File: config.mk
export PLATFORM = sky130hd
export DESIGN_NAME = least_loaded_slot_allocator_flat
export DESIGN_NICKNAME = d
export VERILOG_FILES = /design/src/rtl/core/lls_pkg.sv /design/src/rtl/core/lls_if.sv /design/src/rtl/core/least_loaded_slot_allocator.sv /design/src/rtl/core/lls_pick.sv /design/src/rtl/core/lls_state.sv /design/src/flat_wrapper.sv
export SDC_FILE = /design/constraint.sdc
export NUM_CORES = 1
export LEC_CHECK = 0
export BUFFER_PORTS_ARGS = -buffer_cell sky130_fd_sc_hd__buf_2
export CORE_ASPECT_RATIO = 0.5
export CORE_UTILIZATION = 60
export CTS_CLUSTER_SIZE = 24
export DETAILED_ROUTE_END_ITERATION = 10
export PLACE_DENSITY = 0.79
export SLEW_MARGIN = 20
export SYNTH_ARGS = -nofsm -noshare
export SYNTH_HDL_FRONTEND = slang
export SYNTH_SLANG_ARGS = --single-unit
File: constraint.sdc
create_clock -name clk -period 15.7 [get_ports clk]
set_input_delay 3.14 -clock clk [delete_from_list [all_inputs] [get_ports clk]]
set_output_delay 3.14 -clock clk [all_outputs]
set_load 0.01 [all_outputs]
File: src/rtl/core/lls_pkg.sv
// ----------------------------------------------------------------------------
// Least-loaded slot allocator package
// Shared sizes, codes and the state update bundle of the slot allocator.
// ----------------------------------------------------------------------------
package lls_pkg;

  localparam int NUM_GROUPS      = 5;
  localparam int SLOTS_PER_GROUP = 5;
  localparam int MASK_W          = 5;
  localparam int GROUP_W         = 3;
  localparam int SLOT_W          = 3;
  localparam int STATUS_W        = 2;
  localparam int LOAD_W          = $clog2(SLOTS_PER_GROUP + 1);

  localparam logic REQ_ALLOC   = 1'b0;
  localparam logic REQ_RELEASE = 1'b1;

  localparam logic [STATUS_W-1:0] STATUS_OK       = 2'd0;
  localparam logic [STATUS_W-1:0] STATUS_FULL     = 2'd1;
  localparam logic [STATUS_W-1:0] STATUS_NOT_HELD = 2'd2;

  typedef logic [NUM_GROUPS-1:0][SLOTS_PER_GROUP-1:0] occ_t;
  typedef logic [NUM_GROUPS-1:0][LOAD_W-1:0]          load_t;

  // One-hot group and slot selects for the bitmap and load update.
  typedef struct packed {
    logic [NUM_GROUPS-1:0]      alloc_grp;
    logic [SLOTS_PER_GROUP-1:0] alloc_slot;
    logic [NUM_GROUPS-1:0]      rel_grp;
    logic [SLOTS_PER_GROUP-1:0] rel_slot;
  } lls_upd_t;

endpackage

File: src/rtl/core/lls_if.sv
// ----------------------------------------------------------------------------
// Slot allocator channels
// Request and response channels with a valid/ready handshake.
// ----------------------------------------------------------------------------
interface lls_req_if;
  import lls_pkg::*;

  logic               valid;
  logic               ready;
  logic               req_type;
  logic [GROUP_W-1:0] release_group;
  logic [SLOT_W-1:0]  release_slot;

  modport source (output valid, req_type, release_group, release_slot, input ready);
  modport sink   (input valid, req_type, release_group, release_slot, output ready);
endinterface

interface lls_rsp_if;
  import lls_pkg::*;

  logic                valid;
  logic                ready;
  logic [STATUS_W-1:0] status;
  logic [GROUP_W-1:0]  granted_group;
  logic [SLOT_W-1:0]   granted_slot;

  modport source (output valid, status, granted_group, granted_slot, input ready);
  modport sink   (input valid, status, granted_group, granted_slot, output ready);
endinterface

File: src/rtl/core/least_loaded_slot_allocator.sv
// Requests are registered at the input and results in the result register.
// Throughput: one request per cycle while rsp.ready holds; the input register,
// the combinational decision through the group bitmaps and counters, and the
// result register overlap; a response stall backs up into the input register.
// Reset: rst is synchronous; all slots become free, all loads zero, mask 5'b11111.
// ----------------------------------------------------------------------------
// Least-loaded slot allocator
// Two-level allocator: least-loaded enabled group, then its first free slot; also frees released slots.
// ----------------------------------------------------------------------------
module least_loaded_slot_allocator (
  input  logic                       clk,
  input  logic                       rst,
  lls_req_if.sink                    req,
  lls_rsp_if.source                  rsp,
  input  logic                       cfg_we,
  input  logic [lls_pkg::MASK_W-1:0] cfg_wdata
);
  import lls_pkg::*;

  logic [MASK_W-1:0]   mask;
  logic                in_valid;
  logic                in_req_type;
  logic [GROUP_W-1:0]  in_group;
  logic [SLOT_W-1:0]   in_slot;
  logic                out_valid;
  logic [STATUS_W-1:0] out_status;
  logic [GROUP_W-1:0]  out_group;
  logic [SLOT_W-1:0]   out_slot;
  logic                advance;

  logic [STATUS_W-1:0] pick_status;
  logic [GROUP_W-1:0]  pick_group;
  logic [SLOT_W-1:0]   pick_slot;
  lls_upd_t            pick_upd;
  lls_upd_t            state_upd;
  occ_t                occ;
  load_t               load;

  // The held request is resolved when the result register is free or draining.
  assign advance   = in_valid && (!out_valid || rsp.ready);
  assign req.ready = !in_valid || advance;
  assign state_upd = advance ? pick_upd : '0;

  lls_pick u_pick (
    .mask          (mask),
    .occ           (occ),
    .load          (load),
    .req_type      (in_req_type),
    .release_group (in_group),
    .release_slot  (in_slot),
    .status        (pick_status),
    .granted_group (pick_group),
    .granted_slot  (pick_slot),
    .upd           (pick_upd)
  );

  lls_state u_state (
    .clk  (clk),
    .rst  (rst),
    .upd  (state_upd),
    .occ  (occ),
    .load (load)
  );

  always_ff @(posedge clk) begin
    if (rst) begin
      mask      <= '1;
      in_valid  <= 1'b0;
      out_valid <= 1'b0;
    end else begin
      if (cfg_we) begin
        mask <= cfg_wdata;
      end
      if (req.valid && req.ready) begin
        in_valid <= 1'b1;
      end else if (advance) begin
        in_valid <= 1'b0;
      end
      if (advance) begin
        out_valid <= 1'b1;
      end else if (rsp.ready) begin
        out_valid <= 1'b0;
      end
    end
  end

  always_ff @(posedge clk) begin
    if (req.valid && req.ready) begin
      in_req_type <= req.req_type;
      in_group    <= req.release_group;
      in_slot     <= req.release_slot;
    end
    if (advance) begin
      out_status <= pick_status;
      out_group  <= pick_group;
      out_slot   <= pick_slot;
    end
  end

  assign rsp.valid         = out_valid;
  assign rsp.status        = out_status;
  assign rsp.granted_group = out_group;
  assign rsp.granted_slot  = out_slot;

endmodule

File: src/rtl/core/lls_pick.sv
// ----------------------------------------------------------------------------
// Slot allocator decision logic
// Chooses the least-loaded enabled group and its first free slot, or checks
// a release against the bitmap, and forms the result and the state update.
// ----------------------------------------------------------------------------
module lls_pick (
  input  logic [lls_pkg::MASK_W-1:0]   mask,
  input  lls_pkg::occ_t                occ,
  input  lls_pkg::load_t               load,
  input  logic                         req_type,
  input  logic [lls_pkg::GROUP_W-1:0]  release_group,
  input  logic [lls_pkg::SLOT_W-1:0]   release_slot,
  output logic [lls_pkg::STATUS_W-1:0] status,
  output logic [lls_pkg::GROUP_W-1:0]  granted_group,
  output logic [lls_pkg::SLOT_W-1:0]   granted_slot,
  output lls_pkg::lls_upd_t            upd
);
  import lls_pkg::*;

  logic [LOAD_W-1:0]          lowest;
  logic [GROUP_W-1:0]         best;
  logic                       found;
  logic [NUM_GROUPS-1:0]      best_oh;
  occ_t                       first_free;
  logic [SLOTS_PER_GROUP-1:0] alloc_slot_oh;
  logic [SLOT_W-1:0]          alloc_slot_idx;
  logic [SLOTS_PER_GROUP-1:0] rel_slot_oh;
  logic [NUM_GROUPS-1:0]      rel_hit;

  // Least-loaded search; a group at capacity never beats the start value.
  always_comb begin
    lowest = LOAD_W'(SLOTS_PER_GROUP);
    best   = '0;
    found  = 1'b0;
    for (int g = 0; g < NUM_GROUPS; g++) begin
      if (g < MASK_W && mask[g] && load[g] < lowest) begin
        lowest = load[g];
        best   = GROUP_W'(g);
        found  = 1'b1;
      end
    end
  end

  // Lowest free slot of every group, then the one of the chosen group.
  always_comb begin
    alloc_slot_oh  = '0;
    alloc_slot_idx = '0;
    for (int g = 0; g < NUM_GROUPS; g++) begin
      first_free[g] = ~occ[g] & (occ[g] + SLOTS_PER_GROUP'(1));
      best_oh[g]    = found && (best == GROUP_W'(g));
      if (best_oh[g]) begin
        alloc_slot_oh = alloc_slot_oh | first_free[g];
      end
    end
    for (int s = 0; s < SLOTS_PER_GROUP; s++) begin
      if (alloc_slot_oh[s]) begin
        alloc_slot_idx = alloc_slot_idx | SLOT_W'(s);
      end
    end
  end

  // An out-of-range group or slot decodes to no select and so never hits.
  always_comb begin
    for (int s = 0; s < SLOTS_PER_GROUP; s++) begin
      rel_slot_oh[s] = (release_slot == SLOT_W'(s));
    end
    for (int g = 0; g < NUM_GROUPS; g++) begin
      rel_hit[g] = (release_group == GROUP_W'(g)) && ((occ[g] & rel_slot_oh) != '0);
    end
  end

  always_comb begin
    status        = STATUS_OK;
    granted_group = '0;
    granted_slot  = '0;
    upd           = '0;
    if (req_type == REQ_ALLOC) begin
      if (alloc_slot_oh != '0) begin
        granted_group  = best;
        granted_slot   = alloc_slot_idx;
        upd.alloc_grp  = best_oh;
        upd.alloc_slot = alloc_slot_oh;
      end else begin
        status = STATUS_FULL;
      end
    end else begin
      if (rel_hit != '0) begin
        upd.rel_grp  = rel_hit;
        upd.rel_slot = rel_slot_oh;
      end else begin
        status = STATUS_NOT_HELD;
      end
    end
  end

endmodule

File: src/rtl/core/lls_state.sv
// ----------------------------------------------------------------------------
// Slot allocator state
// Occupancy bitmaps and load counters of all groups.
// ----------------------------------------------------------------------------
module lls_state (
  input  logic              clk,
  input  logic              rst,
  input  lls_pkg::lls_upd_t upd,
  output lls_pkg::occ_t     occ,
  output lls_pkg::load_t    load
);
  import lls_pkg::*;

  occ_t  occ_next;
  load_t load_next;

  always_comb begin
    for (int g = 0; g < NUM_GROUPS; g++) begin
      occ_next[g]  = occ[g];
      load_next[g] = load[g];
      if (upd.alloc_grp[g]) begin
        occ_next[g]  = occ[g] | upd.alloc_slot;
        load_next[g] = load[g] + LOAD_W'(1);
      end
      if (upd.rel_grp[g]) begin
        occ_next[g] = occ[g] & ~upd.rel_slot;
        if (load[g] != '0) begin
          load_next[g] = load[g] - LOAD_W'(1);
        end
      end
    end
  end

  always_ff @(posedge clk) begin
    if (rst) begin
      occ  <= '0;
      load <= '0;
    end else begin
      occ  <= occ_next;
      load <= load_next;
    end
  end

endmodule

File: src/flat_wrapper.sv
// flat-port wrapper written by rule: the top's interface ports become plain ports
module least_loaded_slot_allocator_flat import lls_pkg::*;
  (clk, rst, cfg_we, cfg_wdata, req_valid, req_req_type, req_release_group, req_release_slot, req_ready, rsp_valid, rsp_status, rsp_granted_group, rsp_granted_slot, rsp_ready);
  lls_req_if req_i ();
  lls_rsp_if rsp_i ();
  input  logic clk;
  input  logic rst;
  input  logic cfg_we;
  input  logic [lls_pkg::MASK_W-1:0] cfg_wdata;
  input wire logic [$bits(req_i.valid)-1:0] req_valid;
  input wire logic [$bits(req_i.req_type)-1:0] req_req_type;
  input wire logic [$bits(req_i.release_group)-1:0] req_release_group;
  input wire logic [$bits(req_i.release_slot)-1:0] req_release_slot;
  output wire logic [$bits(req_i.ready)-1:0] req_ready;
  output wire logic [$bits(rsp_i.valid)-1:0] rsp_valid;
  output wire logic [$bits(rsp_i.status)-1:0] rsp_status;
  output wire logic [$bits(rsp_i.granted_group)-1:0] rsp_granted_group;
  output wire logic [$bits(rsp_i.granted_slot)-1:0] rsp_granted_slot;
  input wire logic [$bits(rsp_i.ready)-1:0] rsp_ready;
  assign req_i.valid = req_valid;
  assign req_i.req_type = req_req_type;
  assign req_i.release_group = req_release_group;
  assign req_i.release_slot = req_release_slot;
  assign req_ready = req_i.ready;
  assign rsp_valid = rsp_i.valid;
  assign rsp_status = rsp_i.status;
  assign rsp_granted_group = rsp_i.granted_group;
  assign rsp_granted_slot = rsp_i.granted_slot;
  assign rsp_i.ready = rsp_ready;
  least_loaded_slot_allocator u_core (.clk(clk), .rst(rst), .req(req_i), .rsp(rsp_i), .cfg_we(cfg_we), .cfg_wdata(cfg_wdata));
endmodule
Word level (Yosys, flattened, before mapping). Index checks and enable logic that the tools add are counted.

Logic and storage cells: 185. Input port bits: 17. Flip-flop bits (word level): 62.

Bitwise gates (word level): 31. Muxes and demuxes: 59. Add/subtract/negate cells: 15. Reductions and logical operators: 44. Order comparisons: 5. Equal/unequal tests: 12.

Operator list (number): $and 5x5->5 (15); $mux 5 (15); $mux 3 (21); $or 5x5->5 (9); $mux 10 (4); $reduce_bool 5->1 (7); $not 5->5 (6); $add 5x1->5 const B (5); $mux 20 (1); $eq 3x2->1 const B (6); $logic_and 1x1->1 (17); $add 3x1->3 const B (5); $reduce_bool 3->1 (5); $sub 3x1->3 const B (5); $reduce_bool 2->1 (7); $lt 3x3->1 (4); $mux 1 (12); $mux 2 (6); $eq 3x1->1 const B (3); $eq 3x3->1 const B (3); $logic_not 3->1 (3); $lt 3x3->1 const B (1); $logic_not 1->1 (2); $logic_or 1x1->1 (2); other kinds (2) (2).

Longest topological paths before layout. Gate-level depths: netlist of run 1.

Depth in word-level cells: 33. Depth in mapped cells: 37. Depth with buffers taken out: 32.

By module. Synthesis of run 1 repeated with hierarchy kept, for this count alone.

Cell total of the unflattened synthesis: 523. Area, all modules: 4494.3 sq um.

By module, submodules not included: lls_state (cells an instance 238, instances 1, area each 2109.5 sq um); lls_pick (cells an instance 221, instances 1, area each 1455.1 sq um); least_loaded_slot_allocator (cells an instance 64, instances 1, area each 929.6 sq um).

Worst setup path before layout of run 1. Ideal clock, no wire load.

Path type: register to register. Start: register u_core.mask[0]. End: register u_core.u_state.load[12] (netlist name). Data required time: 15577 ps. Stages on the path, launching flop included: 35. Clock period less this slack: 6950 ps. Path slack: 8750 ps. Data arrival time: 6827 ps. Cells stage by stage: dfxtp_1 nor2b_1 buf_4 and2_1 inv_1 ha_1 clkbuf_1 a311oi_1 o21ai_2 a21o_1 o211ai_1 buf_2 mux2i_1 ha_1 a21oi_1 and3_1 and2_1 a21boi_0 a311oi_4 and2_1 mux2_2 ha_1 nand2_1 a31o_2 nand3b_1 a211oi_1 nor3_1 nor2_1 nor3_1 a211oi_4 nand4_1 buf_4 o21ai_1 nor2b_1 mux2_1.

Cells in the longest elaborated chain, start to end: 32. Elaborated cells on any way between the ends: 48.

RTL lines: start: declaration (RTL line least_loaded_slot_allocator.sv:20) `logic [MASK_W-1:0] mask;`; start signal: assignment (RTL line least_loaded_slot_allocator.sv:72) `mask <= cfg_wdata;`; $logic_and 1x1->1 (*) (RTL line lls_pick.sv:36) `if (g < MASK_W && mask[g] && load[g] < lowest) begin`; $mux 3 (RTL line lls_pick.sv:36); $lt 3x3->1 (RTL line lls_pick.sv:36); $logic_and 1x1->1 (RTL line lls_pick.sv:36); $mux 3 (RTL line lls_pick.sv:36); $lt 3x3->1 (RTL line lls_pick.sv:36); $logic_and 1x1->1 (RTL line lls_pick.sv:36); $mux 3 (RTL line lls_pick.sv:36); (+16 left out); $mux 5 (RTL line lls_pick.sv:51) `if (best_oh[g]) begin`; $reduce_bool 5->1 (RTL line lls_pick.sv:78) `if (alloc_slot_oh != '0) begin`; $mux 10 (*) (RTL line lls_pick.sv:78); $mux 10 (*) (RTL line lls_pick.sv:77) `if (req_type == REQ_ALLOC) begin`; $mux 20 (*) (RTL line least_loaded_slot_allocator.sv:42) `assign state_upd = advance ? pick_upd : '0;`; $mux 3 (*) (RTL line lls_state.sv:21) `if (upd.alloc_grp[g]) begin`; $mux 3 (RTL line lls_state.sv:27) `if (load[g] != '0) begin`; $mux 3 (*) (RTL line lls_state.sv:25) `if (upd.rel_grp[g]) begin`; end signal: assignment (RTL line lls_state.sv:40) `load <= load_next;`; end: declaration (RTL line lls_state.sv:10) `output lls_pkg::load_t load`.

Every way passes the cells marked *; elsewhere a longest branch is shown, timed or not. A chain may end at the register's enable or synchronous reset.

Final worst setup path of run 1.
Start: register u_core.mask[0]. End: register u_core.u_state.load[7] (netlist name).

Same word-level chain as after synthesis.

==> results of run 1 <==
[cell usage in the layout (no fill, tap or decap), types with 4 or more instances in the layout]
master	n
a211oi_1	4
a21o_1	5
a21oi_1	52
and2_1	8
and3_1	10
buf_2	26
clkbuf_16	9
dfxtp_1	47
edfxtp_1	15
ha_1	20
inv_1	19
mux2i_1	16
nand2_1	53
nand2b_1	8
nand3_1	10
nand3b_1	9
nand4_1	6
nor2_1	31
nor2b_1	10
nor3_1	19
o211ai_1	18
o21a_1	8
o21ai_0	26
o21ai_1	10
o22ai_1	6
or2_2	4
or3_1	4
[flip-flops by register name, summed over array words and instances, names as in the netlist]
register,cells
u_core.rsp.granted_slot,3
u_core.in_group,3
u_core.mask,5
u_core.u_state.load,15
u_core.in_slot,3
u_core.in_valid,1
u_core.rsp.valid,1
u_core.rsp.status,2
u_core.rsp.granted_group,3
u_core.in_req_type,1
u_core.u_state.occ,25
[power groups by stage]
| stage | clock network [mW] | registers, mW | logic [mW] |
|---|---|---|---|
| floorplan | 0 | 0.175 | 0.0408 |
| global placement | 0 | 0.178 | 0.0492 |
| detailed placement | 0 | 0.178 | 0.0495 |
| CTS | 0.199 | 0.174 | 0.0500 |
| global route | 0.206 | 0.175 | 0.0559 |
| finish | 0.199 | 0.174 | 0.0511 |
[through the flow]
step,std cells,hold slack [ps],cell area [µm²],setup slack [ps]
final,605,494.4,4527,6790
after global routing,605,514.8,4527,6097
after CTS,605,490.5,4524,6956
after detailed placement,589,482.9,4225,7019
after global placement,589,477.1,4225,7218
after floorplan,500,442.8,4113,8750
[layer usage]
metal / vias up / global-route usage
met5: - / 0
met1: 1801 / 0.4494
met4: 0 / 0.09765
met2: 189 / 0.4842
li1: 1865 / -
met3: 27 / 0.07237
[worst max path at each step]
stage	to	slack [ps]	cells after the start
final	u_core.u_state.load[7]	6790	30
after global routing	u_core.u_state.load[7]	6100	30
after CTS	u_core.u_state.load[7]	6960	30
after detailed placement	u_core.u_state.load[7]	7020	30
after global placement	u_core.u_state.load[7]	7220	30
after floorplan	u_core.u_state.load[12]	8750	34
[final cells by class]
type,instances,area [µm²],area share
inverters,20,75.07,0.01658
clock inverters,7,73.82,0.01631
multi-input cells,393,2521,0.5569
repair buffers,26,130.1,0.02875
clock buffers,9,225.2,0.04975
well taps,88,110.1,0.02432
flip-flops and latches,62,1391,0.3074
[worst min-delay path, cell delays in order (launching register included)]
cell and delay [ps]:
dfxtp_1 310, o21ai_0 70, a21oi_1 60
[logic make-up after synthesis]
group,share of synthesized area
AND/OR/NAND/NOR,0.2519
AO/OA/AOI/OAI,0.2473
flip-flops,0.3383
buffers and inverters,0.04928
adder cells (fa/ha/maj),0.06328
multiplexers,0.04989
==> flow_summary.json, run 1 <==
{
  "outcome": "complete, no violations",
  "wire_length_of_the_first_global_routing_pass_um": 17210,
  "synthesis.area_um2": 4113,
  "number_of_clock_buffers_inserted_by_tritoncts": 9,
  "slew_viol_final": 0,
  "r2r_slack_ps": 6790,
  "period_minus_slack_ps": 8910,
  "cts_h_tree_lvls": 3,
  "rsz0062_at_grt": "false",
  "antenna_left": 0,
  "antenna_found_initial": 0,
  "finalSetupViolCount": 0,
  "top_level_ports": 27,
  "aggregate_global_routing_overflow": 0,
  "initial_utilization": 0.6496,
  "synth.top_cell.area_share": 0.2288,
  "num_rows": 20,
  "worst_min_path_start": "u_core.u_state.occ[9]",
  "top_signal_layer_used": "met4",
  "critical-path-max-stage-delay_ps": 730,
  "num_antenna_cells": 0,
  "crit_arrival_ps": 9160,
  "fin_crit_sh": 0.5675,
  "avgViaCountPerCell": 6.417,
  "critical_path.reg2reg.endpoint": "u_core.u_state.load[7]",
  "cts_tree": "built",
  "ratio_of_cells_with_drive_above_1_in_the_final_layout": 0.1199,
  "critical_path.reg2reg.startpoint": "u_core.mask[0]",
  "ys_seq_elements": 62,
  "comb_power_share": 0.121,
  "ff2ff_path_depth": 30,
  "dp_hpwl_um": 7859,
  "drc": 0,
  "number_of_nets_in_the_synthesized_netlist": 537,
  "track_usage": 0.3163,
  "synthTopCellsByCount": "nand2_1, a21oi_1, dfxtp_1",
  "timing.critical_path.slowest_stage_cell": "o211ai_1",
  "globalplace.congestion": 0.9735,
  "edff_count_synth": 15,
  "hold_path.class": "reg2reg",
  "detail_route.wirelength.met1_um": 5201,
  "clock_tree.buffer_depth": 2,
  "netlist-cell-type-count": 69,
  "finalSetupTns_ps": 0,
  "critical_path_peak_fanout": 12,
  "timing.hold.worst_endpoint": "u_core.u_state.occ[9]",
  "layout.nets": 549,
  "number_of_setup_buffers_added_after_cts": 0,
  "critPathBufInv": 1,
  "netSwitchingPower_uw": 114.2,
  "switching_share": 0.2693,
  "synth_area_leader_cell": "dfxtp_1",
  "timing.max_slew.rel_slack": 0.3551,
  "die_y_extent_um": 60.55,
  "fin_worst_skew_ps": 5.374,
  "share_of_flip_flops_with_an_asynchronous_set_or_reset": 0,
  "post-layout-total-power_uw": 424.1,
  "clk_transition_reported_paths_ps": 60,
  "cts.sinks": 62,
  "mean_instance_size_in_the_synthesized_netlist_um2": 8.225,
  "wl_per_cell_um": 17.92,
  "powerDensity_nw_per_um2": 93.69,
  "dieArea_um2": 7210,
  "critPathRequiredTime_ps": 15950,
  "power.share.clock": 0.468,
  "final_core_utilization": 0.7150,
  "core_area_um2": 6331,
  "hold_violations": 0,
  "synthTopCellsByArea": "dfxtp_1, edfxtp_1, a21oi_1",
  "synth_seq_area_share": 0.3383,
  "clock-root-buffer": "clkbuf_16",
  "detailroute.wirelength.met2_um": 4434,
  "synthesis.instances": 500,
  "p_leak_nw": 1.619,
  "yosys_most_used_dff": "dfxtp_1",
  "worst_setup_path_startpoint": "u_core.mask[0]",
  "port-buffer-count": 26,
  "fmaxAchievable_mhz": 112.2,
  "first_global_vias": 3459,
  "worstSkewPairLatency_ps": 330,
  "critical-path-top-delay-family": "compound AO/OA/AOI/OAI gates",
  "max_slew.worst_pin.slew_ps": 960.9,
  "power.internal_uw": 309.9,
  "detail_route.iter0.violations": 385,
  "ys.warnings.count": 0,
  "area_growth_syn_to_layout_pct": 10.07,
  "filler_cell_count": 512,
  "irDropWorstVdd_v": 0.00006320,
  "detailroute.via_count": 3882,
  "post-synth-top-count-cell": "nand2_1",
  "worst-setup-path-type": "reg2reg",
  "share_seq_of_total_power": 0.411,
  "drv_cap": 0,
  "cts-hold-fix-buffers": 0,
  "drt_pre_antenna_iters": 5,
  "detail_route.wirelength_um": 10840,
  "hold-path-cell-count": 2,
  "setup.worst_path.end_class": "flip-flop",
  "postCtsResizedCells": 0,
  "detailroute.wirelength.met3_um": 986,
  "die_width_um": 119.1,
  "timing.critical_path.from_type": "flip-flop",
  "grt_start_max_net_pins": 44
}
No activity file was read; power rests on OpenSTA's default activity.
==> inputs of run 2 (changes only) <==
Settings changed: ABC_AREA from default to 1, CORE_UTILIZATION 60 to 55, PLACE_DENSITY 0.79 to 0.76.
Clock period 15.7 ns to 7.2 ns, I/O delays scaled along.
==> flow_summary.json, run 2 <==
{
  "cpMostUsedCell": "nand2_1",
  "finalSetupViolCount": 0,
  "worstSkewPairLatency_ps": 340,
  "drv_cap": 0,
  "period_minus_slack_ps": 5486,
  "slew_viol_final": 0,
  "post-route-cell-area_um2": 4662,
  "edff_count_synth": 15,
  "cts_tree": "built",
  "area_growth_syn_to_layout_pct": 12.77,
  "mostFrequentLayoutCells": "nand2_1, inv_1, nor2_1",
  "fin_crit_sh": 0.7620,
  "synthesis.instances": 615,
  "fin_worst_skew_ps": 7.633,
  "clock_tree.buffer_depth": 2,
  "yosys_most_used_dff": "dfxtp_1",
  "finalSetupTns_ps": 0,
  "synthTopCellsByCount": "nand2_1, inv_1, nor2_1",
  "num_rows": 21,
  "critical-path-max-stage-delay_ps": 420,
  "port-buffer-count": 26,
  "critical_path_peak_fanout": 17,
  "cts-hold-fix-buffers": 0,
  "dieArea_um2": 7888,
  "drt_pre_antenna_iters": 6,
  "core_area_um2": 6963,
  "track_usage": 0.3044,
  "rsz0062_at_grt": "false",
  "detailroute.via_count": 4189,
  "clk_transition_reported_paths_ps": 50,
  "max_slew.worst_pin.slew_ps": 721.5,
  "worst-setup-path-type": "reg2reg",
  "first_global_vias": 3772,
  "layout_commonest_cell": "nand2_1",
  "fmaxAchievable_mhz": 182.3,
  "initial_utilization": 0.5937,
  "synth_seq_area_share": 0.3366,
  "detail_route.iter0.violations": 569,
  "clock-root-buffer": "clkbuf_16",
  "hold_violations": 0,
  "timing.critical_path.slowest_stage_cell": "dfxtp_1",
  "synthTopCellsByArea": "dfxtp_1, nand2_1, edfxtp_1",
  "post-synth-top-count-cell": "nand2_1",
  "drc": 0,
  "cts_h_tree_lvls": 3,
  "mean_instance_size_in_the_synthesized_netlist_um2": 6.722,
  "irDropWorstVdd_v": 0.0001755,
  "powerDensity_nw_per_um2": 234.8,
  "globalplace.congestion": 1.014,
  "setup.worst_path.end_class": "flip-flop",
  "detail_route.wirelength_um": 11300,
  "num_antenna_cells": 0,
  "number_of_clock_buffers_inserted_by_tritoncts": 9,
  "share_of_flip_flops_with_an_asynchronous_set_or_reset": 0,
  "die_width_um": 124.6,
  "timing.max_slew.rel_slack": 0.5172,
  "synth_area_leader_cell": "dfxtp_1",
  "placed_area_um2": 4327,
  "wl_per_cell_um": 15.27,
  "cts.sinks": 62,
  "postCtsResizedCells": 0,
  "filler_cell_count": 616,
  "final_core_utilization": 0.6695,
  "timing.critical_path.from_type": "flip-flop",
  "ratio_of_cells_with_drive_above_1_in_the_final_layout": 0.1157,
  "dp_hpwl_um": 8313,
  "critPathRequiredTime_ps": 7420,
  "aggregate_global_routing_overflow": 0,
  "number_of_setup_buffers_added_after_cts": 0,
  "largest-register": "u_core.u_state.occ",
  "wire_length_of_the_first_global_routing_pass_um": 18550,
  "top_level_ports": 27,
  "top_regs": "u_core.u_state.occ (25), u_core.u_state.load (15), u_core.mask (5)",
  "synth.top_cell.area_share": 0.2276,
  "antenna_found_initial": 0,
  "synthesis.area_um2": 4134,
  "number_of_nets_in_the_synthesized_netlist": 652,
  "outcome": "complete, no violations",
  "antenna_left": 0,
  "largest_register_ff_count": 25,
  "avgViaCountPerCell": 5.661,
  "ys.warnings.count": 0,
  "grt_start_max_net_pins": 38,
  "ys_seq_elements": 62,
  "crit_arrival_ps": 5700,
  "netlist-cell-type-count": 35,
  "die_y_extent_um": 63.31,
  "final_hold_slack_ps": 480.9,
  "layout.nets": 680,
  "hold_path.class": "reg2reg",
  "p_leak_nw": 2.191
}
[run 2: cell types whose count changed after synthesis, moves of 18 or more]
cell      delta
nor2_1      +39
nand4_1     +19
nand3_1     +28
o211ai_1    -18
inv_1       +73
nand2_1     +95
[run 2: logic make-up (layout without fill, tap and decap cells)]
kind of cell    count (synthesis)  in the layout  share of synthesized area
xor+xnor                        2              2                   0.004238
buf+inv                       107            140                     0.1023
compound gates                107            107                     0.1441
simple gates                  317            317                     0.3523
fa+ha+maj                      20             20                    0.06053
flops                          62             62                     0.3366
[run 2: layout make-up]
class | count | area [µm²] | share of cell area
Multi-Input combinational cell | 446 | 2320 | 0.4976
Sequential cell | 62 | 1391 | 0.2984
Inverter | 98 | 370.4 | 0.07944
Clock buffer | 13 | 270.3 | 0.05797
Timing Repair Buffer | 26 | 130.1 | 0.02791
Tap cell | 92 | 115.1 | 0.02469
Clock inverter | 3 | 65.06 | 0.01396
[run 2: report_power, final]
part / internal (mW) / switching [mW] / leakage [nW]
sequential: 0.369 / 0.00691 / 0.526
clock: 0.331 / 0.159 / 0.166
combinational: 0.0613 / 0.167 / 1.50
total: 0.761 / 0.333 / 2.19
[run 2: metrics by stage]
step           power (mW)  cells  setup slack (ps)
3_3_place_gp       0.6030    724              1925
6_report            1.095    740              1714
2_1_floorplan      0.5729    615              2584
3_5_place_dp       0.6080    724              1742
5_1_grt             1.146    740              1076
4_1_cts             1.094    740              1752
[run 2: worst max-delay path, delay by kind of cell, from the launching register on]
kind	cells	cell delay (ps)
and+or+nand+nor	19	2460
AOI/OAI and AO/OA	7	1490
adders and majority gates	3	880
DFF	1	420
buffers and inverters	1	110
[run 2: final timing paths]
kind / cells past startpoint / start / endpoint / slack [ps]
setup / recovery: 30 / u_core.mask[0] / u_core.u_state.occ[0] / 1710
hold / removal: 2 / u_core.mask[3] / u_core.mask[3] / 480
setup reg to reg: 30 / u_core.mask[0] / u_core.u_state.occ[0] / 1710
hold reg to reg: 2 / u_core.mask[3] / u_core.mask[3] / 480
[run 2: layer usage]
layer / GRT usage / up-vias / part of all wire
met5: 0 / - / 0
met2: 0.4385 / 214 / 0.40
met1: 0.4254 / 1876 / 0.46
met3: 0.1062 / 17 / 0.13
met4: 0.08886 / 0 / 0.015
li1: - / 2082 / -
==> inputs of run 3 (changes only) <==
Clock period 7.2 ns to 5 ns, I/O delays scaled along.
==> flow_summary.json, run 3 (synthesized netlist as in run 2, its figures left out) <==
{
  "critPathRequiredTime_ps": 5230,
  "p_leak_nw": 2.250,
  "placed_area_um2": 4402,
  "timing.max_slew.rel_slack": 0.4884,
  "drv_cap": 0,
  "clk_transition_reported_paths_ps": 50,
  "netSwitchingPower_uw": 503.1,
  "comb_power_share": 0.236,
  "antenna_left": 0,
  "cpMostUsedCell": "nand2_1",
  "avgViaCountPerCell": 5.768,
  "period_minus_slack_ps": 4799,
  "max_slew.worst_pin.slew_ps": 761.6,
  "first_global_vias": 3893,
  "wire_length_of_the_first_global_routing_pass_um": 19220,
  "fin_worst_skew_ps": 4.208,
  "fmaxAchievable_mhz": 208.4,
  "hold_violations": 0,
  "die_width_um": 124.6,
  "cts_h_tree_lvls": 3,
  "num_antenna_cells": 0,
  "detail_route.iter0.violations": 592,
  "post-layout-total-power_mw": 1.609,
  "largest-register": "u_core.u_state.occ",
  "dieArea_um2": 7888,
  "port-buffer-count": 26,
  "drt_pre_antenna_iters": 6,
  "switching_share": 0.3127,
  "pre_cts_slack_ps": -53.11,
  "irDropWorstVdd_v": 0.0002563,
  "number_of_clock_buffers_inserted_by_tritoncts": 9,
  "cts.sinks": 62,
  "ratio_of_cells_with_drive_above_1_in_the_final_layout": 0.1396,
  "finalNonFillerCells": 751,
  "slew_viol_final": 0,
  "area_growth_syn_to_layout_pct": 16.56,
  "antenna_found_initial": 0,
  "worstSkewPairLatency_ps": 340,
  "finalSetupViolCount": 0,
  "globalplace.congestion": 0.9646,
  "top_level_ports": 27,
  "power.share.clock": 0.427,
  "clock-root-buffer": "clkbuf_16",
  "initial_utilization": 0.5937,
  "final_hold_slack_ps": 498.0,
  "grt_start_max_net_pins": 38,
  "die_y_extent_um": 63.31,
  "share_seq_of_total_power": 0.336,
  "clock_tree.buffer_depth": 2,
  "fin_crit_sh": 0.9599,
  "detail_route.wirelength_um": 12210,
  "post-route-cell-area_um2": 4818,
  "cts_tree": "built",
  "outcome": "complete, no violations",
  "final_core_utilization": 0.6920,
  "aggregate_global_routing_overflow": 0,
  "cts-hold-fix-buffers": 0,
  "core_area_um2": 6963,
  "top_regs": "u_core.u_state.occ (25), u_core.u_state.load (15), u_core.mask (5)",
  "track_usage": 0.3140,
  "critical_path_peak_fanout": 17,
  "detailroute.via_count": 4332,
  "timing.critical_path.from_type": "flip-flop",
  "largest_register_ff_count": 25,
  "setup_slack_ps": 200.7,
  "powerDensity_nw_per_um2": 333.9,
  "num_rows": 21,
  "dp_hpwl_um": 8618,
  "drc": 0,
  "power.internal_mw": 1.106,
  "mostFrequentLayoutCells": "nand2_1, inv_1, nor2_1",
  "hold_path.class": "reg2reg",
  "setup.worst_path.end_class": "flip-flop",
  "worst-setup-path-type": "reg2reg",
  "layout.nets": 691,
  "post-place-cells": 734,
  "layout_commonest_cell": "nand2_1",
  "crit_arrival_ps": 5030,
  "critical-path-max-stage-delay_ps": 320,
  "wl_per_cell_um": 16.25,
  "finalSetupTns_ps": 0,
  "timing.critical_path.slowest_stage_cell": "dfxtp_1"
}
## run 3: cell count changes in the layout (fill, tap and decap cells not counted), moves of 2 or more
cell,previous run,this run
buf_4,0,10
o21ai_0,39,35
o21ai_1,2,5
a211oi_1,3,1
nand3_1,38,36
## run 3: layout make-up
cell class / instances / area [µm²]
repair buffers: 37 / 216.5
clock inverters: 4 / 68.82
well taps: 92 / 115.1
flip-flops and latches: 62 / 1391
inverters: 98 / 372.9
fillers: 588 / 2145
clock buffers: 12 / 256.5
multi-input cells: 446 / 2397
## run 3: timing repair
action / CTS / global route
pin swaps: 0 / 2
resized for setup: 1 / 18
buffers inserted: 0 / 1
endpoints found under the hold margin: 0 / 0
setup endpoints to repair: 32 / 45
## run 3: final timing paths
kind,from,to,slack [ps],cells past startpoint
worst max-delay path,u_core.u_state.load[2],u_core.u_state.occ[12],200,33
worst min-delay path,u_core.u_state.occ[14],u_core.u_state.occ[14],500,2
worst min register to register,u_core.u_state.occ[14],u_core.u_state.occ[14],500,2
worst max register to register,u_core.u_state.load[2],u_core.u_state.occ[12],200,33
## run 3: power groups by stage
stage	Combinational [mW]	Sequential, mW	Clock, mW
floorplan	0.272	0.553	0
global placement	0.334	0.551	0
detailed placement	0.339	0.551	0
CTS	0.343	0.541	0.686
global route	0.418	0.543	0.709
finish	0.380	0.541	0.687
## run 3: layer usage
| layer | up-vias | GRT usage | wire length (µm) |
|---|---|---|---|
| met5 | - | 0 | 0 |
| met4 | 0 | 0.08735 | 208 |
| met3 | 26 | 0.1054 | 1594 |
| met2 | 268 | 0.4703 | 5069 |
| met1 | 1935 | 0.4289 | 5335 |
| li1 | 2103 | - | - |
## run 3: worst max-delay path: cells and delay by family, from the launching register on
kind                       cells  cell delay (ps)
AOI/OAI and AO/OA              7             1140
and+or+nand+nor               19             1950
DFF                            1              320
buffers and inverters          4              450
adders and majority gates      3              810
